$ cat src/rtl/tssd_pkg.sv
// Shared types and constants for the touch strip swipe detector.
// No dependencies; every other file of the block imports this package.

package tssd_pkg;

   localparam int PAD_W    = 16;
   localparam int SCAN_W   = 8;
   localparam int POS_W    = 4;
   localparam int GAP_W    = 4;
   localparam int COUNT_W  = 8;
   localparam int ACCUM_W  = 8;
   localparam int CSR_IDX_W  = 2;
   localparam int CSR_DATA_W = 8;
   localparam int RSP_DATA_W = 8;

   localparam logic [POS_W-1:0]   RESET_WINDOW_LOW  = 4'd0;
   localparam logic [POS_W-1:0]   RESET_WINDOW_HIGH = 4'd8;
   localparam logic [COUNT_W-1:0] RESET_IDLE_LIMIT  = 8'd250;
   localparam logic [COUNT_W-1:0] RESET_HOLD_LIMIT  = 8'd50;
   localparam logic [COUNT_W-1:0] COUNT_MAX         = 8'hFF;

   // Register indexes of the configuration port.
   typedef enum logic [CSR_IDX_W-1:0] {
      CSR_WINDOW_LOW  = 2'd0,
      CSR_WINDOW_HIGH = 2'd1,
      CSR_IDLE_LIMIT  = 2'd2,
      CSR_HOLD_LIMIT  = 2'd3
   } csr_index_type;

   // Direction codes, two bit signed.
   localparam logic [1:0] DIR_NONE  = 2'b00;
   localparam logic [1:0] DIR_POS   = 2'b01;
   localparam logic [1:0] DIR_NEG   = 2'b11;

   typedef struct packed {
      logic             any;
      logic [GAP_W-1:0] left_gap;
      logic [GAP_W-1:0] right_gap;
   } scan_type;

   typedef struct packed {
      logic       is_touched;
      logic       is_done;
      logic       is_held;
      logic       is_right;
      logic       is_left;
      logic [1:0] direction;
   } result_type;

endpackage

$ cat src/rtl/tssd_edge_scan.sv
// Window masking and edge scan of one touch sample.
// Depends on tssd_pkg for widths and the scan result struct.

module tssd_edge_scan
   import tssd_pkg::*;
(
   input  logic [SCAN_W-1:0] pads,
   input  logic [POS_W-1:0]  window_low,
   input  logic [POS_W-1:0]  window_high,
   output scan_type          scan
);

   logic [SCAN_W-1:0] masked;
   logic [2:0]        msb_pos;
   logic [2:0]        lsb_pos;
   logic [POS_W:0]    left_gap_wide;
   logic [POS_W:0]    right_gap_wide;

   always_comb begin
      for (int i = 0; i < SCAN_W; i++) begin
         masked[i] = pads[i] && (POS_W'(i) >= window_low) && (POS_W'(i) < window_high);
      end
   end

   // Highest and lowest set pad inside the window.
   always_comb begin
      msb_pos = '0;
      lsb_pos = '0;
      for (int i = 0; i < SCAN_W; i++) begin
         if (masked[i]) begin
            msb_pos = 3'(i);
         end
      end
      for (int i = SCAN_W - 1; i >= 0; i--) begin
         if (masked[i]) begin
            lsb_pos = 3'(i);
         end
      end
   end

   // Only meaningful when some pad is set, so both gaps stay below 15.
   assign left_gap_wide  = {1'b0, window_high} - (POS_W+1)'(1) - {2'b00, msb_pos};
   assign right_gap_wide = {2'b00, lsb_pos} - {1'b0, window_low};

   assign scan.any       = |masked;
   assign scan.left_gap  = left_gap_wide[GAP_W-1:0];
   assign scan.right_gap = right_gap_wide[GAP_W-1:0];

endmodule

$ cat src/rtl/tssd_track.sv
// Gesture tracking state: accumulators, edge counts, hold and idle counters.
// Depends on tssd_pkg; takes the scan of the current item from tssd_edge_scan.

module tssd_track
   import tssd_pkg::*;
(
   input  logic               clock,
   input  logic               reset,
   input  logic               step,
   input  logic [PAD_W-1:0]   sample,
   input  scan_type           scan,
   input  logic [COUNT_W-1:0] idle_limit,
   input  logic [COUNT_W-1:0] hold_limit,
   output result_type         result
);

   logic [ACCUM_W-1:0] left_accum_ff,  left_accum_in;
   logic [ACCUM_W-1:0] right_accum_ff, right_accum_in;
   logic [GAP_W-1:0]   last_lgap_ff,   last_lgap_in;
   logic [GAP_W-1:0]   last_rgap_ff,   last_rgap_in;
   logic [PAD_W-1:0]   last_sample_ff, last_sample_in;
   logic [COUNT_W-1:0] hold_ff,        hold_in;
   logic [COUNT_W-1:0] idle_ff,        idle_in;
   logic               done_ff,        done_in;

   logic [ACCUM_W-1:0] base_left;
   logic [ACCUM_W-1:0] base_right;
   logic [GAP_W-1:0]   base_lgap;
   logic [GAP_W-1:0]   base_rgap;
   logic [PAD_W-1:0]   base_sample;
   logic [COUNT_W-1:0] base_hold;
   logic [COUNT_W-1:0] base_idle;
   logic [COUNT_W-1:0] idle_inc;
   logic [ACCUM_W:0]   full_sum;
   logic [ACCUM_W-1:0] wrap_sum;

   // A touch after a finished gesture starts from a cleared state.
   always_comb begin
      base_left   = done_ff ? '0 : left_accum_ff;
      base_right  = done_ff ? '0 : right_accum_ff;
      base_lgap   = done_ff ? '0 : last_lgap_ff;
      base_rgap   = done_ff ? '0 : last_rgap_ff;
      base_sample = done_ff ? '0 : last_sample_ff;
      base_hold   = done_ff ? '0 : hold_ff;
      base_idle   = done_ff ? '0 : idle_ff;
   end

   assign idle_inc = (idle_ff == COUNT_MAX) ? COUNT_MAX : idle_ff + 8'd1;

   always_comb begin
      left_accum_in  = left_accum_ff;
      right_accum_in = right_accum_ff;
      last_lgap_in   = last_lgap_ff;
      last_rgap_in   = last_rgap_ff;
      last_sample_in = last_sample_ff;
      hold_in        = hold_ff;
      idle_in        = idle_ff;
      done_in        = done_ff;
      if (!scan.any) begin
         idle_in = idle_inc;
         done_in = done_ff || (idle_inc == idle_limit);
      end else begin
         left_accum_in  = base_left;
         right_accum_in = base_right;
         last_lgap_in   = base_lgap;
         last_rgap_in   = base_rgap;
         last_sample_in = base_sample;
         idle_in        = base_idle;
         done_in        = 1'b0;
         if (sample == base_sample) begin
            hold_in = (base_hold == COUNT_MAX) ? COUNT_MAX : base_hold + 8'd1;
         end else begin
            hold_in        = '0;
            idle_in        = '0;
            left_accum_in  = base_left + {4'b0000, scan.left_gap} - {4'b0000, base_lgap};
            right_accum_in = base_right - {4'b0000, scan.right_gap} + {4'b0000, base_rgap};
            last_lgap_in   = scan.left_gap;
            last_rgap_in   = scan.right_gap;
            last_sample_in = sample;
         end
      end
   end

   always_ff @(posedge clock) begin
      if (reset) begin
         left_accum_ff  <= '0;
         right_accum_ff <= '0;
         last_lgap_ff   <= '0;
         last_rgap_ff   <= '0;
         last_sample_ff <= '0;
         hold_ff        <= '0;
         idle_ff        <= '0;
         done_ff        <= 1'b0;
      end else if (step) begin
         left_accum_ff  <= left_accum_in;
         right_accum_ff <= right_accum_in;
         last_lgap_ff   <= last_lgap_in;
         last_rgap_ff   <= last_rgap_in;
         last_sample_ff <= last_sample_in;
         hold_ff        <= hold_in;
         idle_ff        <= idle_in;
         done_ff        <= done_in;
      end
   end

   // The result describes the state after this item's update.
   assign full_sum = {left_accum_in[ACCUM_W-1], left_accum_in}
                   + {right_accum_in[ACCUM_W-1], right_accum_in};
   assign wrap_sum = left_accum_in + right_accum_in;

   always_comb begin
      if (wrap_sum == '0) begin
         result.direction = DIR_NONE;
      end else if (wrap_sum[ACCUM_W-1]) begin
         result.direction = DIR_NEG;
      end else begin
         result.direction = DIR_POS;
      end
      // Halving truncates toward zero, so a sum of plus or minus one reads as zero.
      result.is_left    = $signed(full_sum) <= -9'sd2;
      result.is_right   = $signed(full_sum) >= 9'sd2;
      result.is_held    = hold_in > hold_limit;
      result.is_done    = done_in;
      result.is_touched = (idle_in == '0);
   end

   a_done_means_idle: assert property (@(posedge clock) disable iff (reset)
      done_ff |-> (idle_ff != '0))
      else $error("done flag set while idle count is zero");

   a_gap_range: assert property (@(posedge clock) disable iff (reset)
      (last_lgap_ff != 4'hF) && (last_rgap_ff[3] == 1'b0))
      else $error("stored edge count out of range");

   a_change_clears: assert property (@(posedge clock) disable iff (reset)
      step && scan.any && (sample != base_sample) |=> (hold_ff == '0) && (idle_ff == '0))
      else $error("changed touch did not clear the counters");

   a_idle_counts: assert property (@(posedge clock) disable iff (reset)
      step && !scan.any && (idle_ff != COUNT_MAX)
      |=> (idle_ff == COUNT_W'($past(idle_ff) + 8'd1)))
      else $error("idle item did not advance the idle counter");

endmodule

$ cat src/rtl/touch_strip_swipe_detector_top.sv
// Top level of the touch strip swipe detector: configuration registers,
// input register and result register around tssd_edge_scan and tssd_track.
// An item goes from the input register to the result register, which drives rsp.
// One item per cycle while rsp_tready is high; tracking state loads with the result.
// Reset clears the pipeline, the tracking state and loads register defaults.
// No clearing pass: the block takes items as soon as reset is released.

module touch_strip_swipe_detector_top
   import tssd_pkg::*;
(
   input  logic                  clock,
   input  logic                  reset,
   input  logic                  req_tvalid,
   output logic                  req_tready,
   input  logic [PAD_W-1:0]      req_tdata,   // [15:0] pad_bits
   output logic                  rsp_tvalid,
   input  logic                  rsp_tready,
   output logic [RSP_DATA_W-1:0] rsp_tdata,   // [1:0] direction, [2] is_left,
                                              // [3] is_right, [4] is_held,
                                              // [5] is_done, [6] is_touched, [7] zero
   input  logic                  csr_valid,
   output logic                  csr_ready,
   input  logic [CSR_IDX_W-1:0]  csr_index,
   input  logic [CSR_DATA_W-1:0] csr_data
);

   logic [POS_W-1:0]   win_low_ff;
   logic [POS_W-1:0]   win_high_ff;
   logic [COUNT_W-1:0] idle_limit_ff;
   logic [COUNT_W-1:0] hold_limit_ff;

   logic               in_valid_ff;
   logic [PAD_W-1:0]   in_sample_ff;
   logic               rsp_valid_ff;
   result_type         rsp_result_ff;

   logic       advance;
   logic       step;
   scan_type   scan;
   result_type result;

   assign csr_ready = 1'b1;

   always_ff @(posedge clock) begin
      if (reset) begin
         win_low_ff    <= RESET_WINDOW_LOW;
         win_high_ff   <= RESET_WINDOW_HIGH;
         idle_limit_ff <= RESET_IDLE_LIMIT;
         hold_limit_ff <= RESET_HOLD_LIMIT;
      end else if (csr_valid) begin
         case (csr_index_type'(csr_index))
            CSR_WINDOW_LOW:  win_low_ff    <= csr_data[POS_W-1:0];
            CSR_WINDOW_HIGH: win_high_ff   <= csr_data[POS_W-1:0];
            CSR_IDLE_LIMIT:  idle_limit_ff <= csr_data;
            CSR_HOLD_LIMIT:  hold_limit_ff <= csr_data;
            default: ;
         endcase
      end
   end

   // The whole pipe moves whenever the result register is free or being drained.
   assign advance    = !rsp_valid_ff || rsp_tready;
   assign step       = in_valid_ff && advance;
   assign req_tready = !in_valid_ff || advance;

   always_ff @(posedge clock) begin
      if (reset) begin
         in_valid_ff  <= 1'b0;
         rsp_valid_ff <= 1'b0;
      end else begin
         if (req_tready) begin
            in_valid_ff <= req_tvalid;
         end
         if (advance) begin
            rsp_valid_ff <= in_valid_ff;
         end
      end
   end

   always_ff @(posedge clock) begin
      if (req_tready && req_tvalid) begin
         in_sample_ff <= req_tdata;
      end
      if (step) begin
         rsp_result_ff <= result;
      end
   end

   tssd_edge_scan u_scan (
      .pads        (in_sample_ff[SCAN_W-1:0]),
      .window_low  (win_low_ff),
      .window_high (win_high_ff),
      .scan        (scan)
   );

   tssd_track u_track (
      .clock      (clock),
      .reset      (reset),
      .step       (step),
      .sample     (in_sample_ff),
      .scan       (scan),
      .idle_limit (idle_limit_ff),
      .hold_limit (hold_limit_ff),
      .result     (result)
   );

   assign rsp_tvalid = rsp_valid_ff;
   assign rsp_tdata  = {1'b0, rsp_result_ff};

endmodule

$ cat config.mk
export PLATFORM = sky130hd
export DESIGN_NAME = touch_strip_swipe_detector_top
export DESIGN_NICKNAME = d
export VERILOG_FILES = /design/src/rtl/tssd_pkg.sv /design/src/rtl/tssd_edge_scan.sv /design/src/rtl/tssd_track.sv /design/src/rtl/touch_strip_swipe_detector_top.sv
export SDC_FILE = /design/constraint.sdc
export NUM_CORES = 1
export LEC_CHECK = 0
export CAP_MARGIN = 20
export CORE_MARGIN = 2
export CORE_UTILIZATION = 24
export CTS_BUF_LIST = sky130_fd_sc_hd__clkbuf_8
export CTS_CLUSTER_SIZE = 16
export DETAILED_ROUTE_END_ITERATION = 10
export DONT_BUFFER_PORTS = 1
export GPL_ROUTABILITY_DRIVEN = 0
export PLACE_DENSITY = 0.43
export SYNTH_ARGS = -nofsm -noshare
export SYNTH_HDL_FRONTEND = slang
export SYNTH_SLANG_ARGS = --single-unit
$ cat constraint.sdc
create_clock -name clock -period 6.6 [get_ports clock]
set_input_delay 1.98 -clock clock [delete_from_list [all_inputs] [get_ports clock]]
set_output_delay 1.98 -clock clock [all_outputs]
set_load 0.01 [all_outputs]
==> impl_metrics.ini <==
[critical_path]
crit_start = win_high_ff[0]$_SDFFE_PP0P_
worstPathArrival_ps = 6130
critical_path.cell_chain = a31oi_1, nor4bb_2, nor2_1, o21ai_0, a21oi_1, o22ai_1, ha_1, inv_1, fa_1, xor2_1, fa_1, inv_1, ha_1, nor2b_1, o21ai_0, a21boi_0, o21a_1, or3_1, a31oi_1, mux2i_1, ha_1, or3_1, a2111oi_2, a21boi_0
setup.worst_path.end = rsp_tdata[3]$_DFFE_PP_
critical_path.startpoint_type = register
end_kind = register
rr_worst_depth = 24
crit_family = compound AO/OA/AOI/OAI gates
critPathBufInv = 2
slowest_delay_ps = 540
r2r_setup_slack_ps = 610
cp.required_ps = 6730
r2r-end = rsp_tdata[3]$_DFFE_PP_
r2r-start = win_high_ff[0]$_SDFFE_PP0P_
worstSetupPathType = register to register
cpMostUsedCell = ha_1
crit_path_top_delay_cell = fa_1
crit_fanout = 7
worst-path-stages = 24

[power]
p_sw_mw = 0.9191
clock_power_share_pct = 17.7
p_leak_nw = 2.799
p_int_mw = 1.384
pwr-share-comb_pct = 48.7
seqPwrFrac_pct = 33.6
irDropWorstVdd_v = 0.0001654
powerDensity_mw_per_mm2 = 299.0
swShare_pct = 39.90

[sta]
slew_headroom_pct = 29.93
final.min_clock_period_ps = 5995
drv_slew = 0
skew_ps = 20.00
hold_viol = 0
setup_ws_ps = 605.5
setup_viol = 0
worstMarginPinSlew_ps = 1049
fin_crit_sh_pct = 90.83
clock.fmax_mhz = 166.8

[yosys]
synth_cell_types = 68
seq_area_frac_synth_pct = 32.78
synth-main-ff-cell = dfxtp_1
synth_top_area_cell = dfxtp_1
async_flop_share_pct = 0
ys_top_cells_by_count = 100 x nand2_1, 100 x nor2_1, 83 x dfxtp_1
synth_top_area_share_pct = 23.16
syn_nets = 955
netlist_top_cells_area = dfxtp_1 23%, edfxtp_1 9.6%, ha_1 7.0%
synth_edf_count = 23
syn_area_sq_mm = 0.007176
syn_inst = 873
yosysWarnings = 0
synth-seq-cells = 106
synth.avg_cell_area_sq_um = 8.220

[cts]
cts_tree = done
clk_latency_ps = 390
clk_path_buf_depth = 2
ctsHoldBuffers = 0
root_buffer = clkbuf_8
cts_buffers = 9
clkSinkCount = 106
path_clk_slew_ps = 120
h-tree-depth = 3

[detailed_routing]
drt-initial-drc-count = 286
drt-pass1-iter-count = 4
vias = 5813
drc = 0
viasPerCell = 4.695
wl_um = 18050
routedWlPerCell_um = 14.58
ant_nets = 0

[grt]
antenna_found_initial = 0
grt-ovfl-total = 0
grt_use_total_pct = 12.04
grt_max_degree = 85
grt_pass1_vias = 5751
grt_pass1_wl_um = 29960

[floorplan]
die_y_um = 176.9
core_sq_mm = 0.02956
io_pins = 42
row_count = 63
initial_core_util_pct = 24.28
dieArea_sq_mm = 0.03130
die_w_um = 176.9

[final_layout]
multi_input_area_sq_mm = 0.004459
final_core_util_pct = 26.06
syn_to_final_growth_pct = 7.341
antennaDiodeCount = 0
drive_gt1_share_pct = 5.896
nFillCells = 3241
layout.nets = 925
regArea_sq_mm = 0.002356

[run_status]
outcome = finished clean

[place]
hpwl_um = 12240
dp_slack_ps = 300.3
port_buffers = 0

[job]
drv_cap = 0

[hold_path]
hp-class = register to register
==> per-stage QoR <==
step / hold slack [ps] / std cells / power, mW / area, sq um / setup TNS, ps
final: 452.3 / 1238 / 2.303 / 7702 / 0
after global routing: 479.6 / 1238 / 2.524 / 7702 / -20.80
after CTS: 451.5 / 1237 / 2.318 / 7680 / 0
after detailed placement: 438.0 / 1221 / 1.891 / 7495 / 0
after global placement: 435.0 / 1221 / 1.891 / 7495 / 0
after floorplan: 432.4 / 873 / 1.676 / 7176 / 0
==> cells in the final DEF (no fill, tap or decap), types with 8 or more instances in the layout <==
master    synthesis  layout
a211oi_1         16      16
a21o_1           10      10
a21oi_1          61      61
a22oi_1          10      10
buf_4             5       8
clkbuf_8          0       9
dfxtp_1          83      80
edfxtp_1         23      23
fa_1             11      11
ha_1             40      40
inv_1            41      41
mux2_2           11      11
mux2i_1          17      17
nand2_1         100     100
nand2b_1         27      27
nand3_1          16      16
nand3b_1         11      11
nand4b_1          9       9
nor2_1          100      99
nor2b_1          21      21
nor3_1           25      25
nor4b_1           8       8
o21ai_0          40      40
xnor2_1          24      24
xor2_1           10      10
==> flip-flops by register name (all words and copies together), names as in the netlist, 4 cells and up <==
| register | count |
|---|---|
| u_track.left_accum_ff | 8 |
| idle_limit_ff | 8 |
| u_track.idle_ff | 8 |
| rsp_tdata | 7 |
| u_track.last_rgap_ff | 4 |
| u_track.last_lgap_ff | 4 |
| win_low_ff | 4 |
| hold_limit_ff | 8 |
| u_track.last_sample_ff | 16 |
| u_track.hold_ff | 8 |
| u_track.right_accum_ff | 8 |
| in_sample_ff | 16 |
| win_high_ff | 4 |
==> timing repair <==
action,4_1_cts,5_1_grt
resized for setup,0,5
buffers inserted,0,1
endpoints found under the setup margin,0,3
==> layer usage <==
layer | track usage, % | wire length (um)
met5 | 0 | 0
met4 | 3.134 | 257
met3 | 2.040 | 444
met2 | 19.81 | 8104
met1 | 16.29 | 9245
==> power by group through the flow <==
stage               Combinational [mW]  Clock, mW  Sequential (mW)
finish                            1.12      0.408            0.773
global route                      1.28      0.460            0.781
CTS                               1.11      0.434            0.774
detailed placement                1.10          0            0.789
global placement                  1.10          0            0.789
floorplan                        0.903          0            0.773
==> final cells by class <==
class,instances,share of cell area (%)
Clock inverter,7,0.7960
Multi-Input combinational cell,677,57.89
Inverter,41,1.998
Clock buffer,9,1.608
Timing Repair Buffer,8,0.7797
Sequential cell,106,30.59
Tap cell,390,6.335
==> kinds of logic after synthesis <==
logic type / after synthesis / share of synthesized area, %
flops: 106 / 32.78
fa+ha+maj: 51 / 10.04
compound gates: 204 / 18.55
xor+xnor: 34 / 4.150
other cells: 2 / 0.1047
mux: 28 / 4.098
simple gates: 358 / 24.99
buf+inv: 90 / 5.283
==> how the worst min path moves through the flow <==
stage | from | endpoint | slack, ps | cells past startpoint
5_1_grt | hold_limit_ff[6]$_SDFFE_PP0P_ | hold_limit_ff[6]$_SDFFE_PP0P_ | 480 | 2
2_1_floorplan | u_track.last_lgap_ff[3]$_SDFFE_PP0P_ | u_track.last_lgap_ff[3]$_SDFFE_PP0P_ | 430 | 2
3_5_place_dp | u_track.last_rgap_ff[2]$_SDFFE_PP0P_ | u_track.last_rgap_ff[2]$_SDFFE_PP0P_ | 440 | 2
4_1_cts | u_track.last_rgap_ff[2]$_SDFFE_PP0P_ | u_track.last_rgap_ff[2]$_SDFFE_PP0P_ | 450 | 2
3_3_place_gp | u_track.last_rgap_ff[2]$_SDFFE_PP0P_ | u_track.last_rgap_ff[2]$_SDFFE_PP0P_ | 430 | 2
6_report | u_track.last_rgap_ff[2]$_SDFFE_PP0P_ | u_track.last_rgap_ff[2]$_SDFFE_PP0P_ | 450 | 2
==> worst reg2reg max path, delay by kind of cell, from the launching register on <==
| kind | cells | cell delay (ps) |
|---|---|---|
| AOI/OAI and AO/OA | 10 | 1930 |
| xor gates and xnor gates | 1 | 180 |
| adders and majority gates | 5 | 1710 |
| muxes | 1 | 110 |
| and+or+nand+nor | 5 | 1300 |
| buffers and inverters | 2 | 100 |
| DFF | 1 | 450 |
Note: power is estimated with default switching activity, not from simulation.
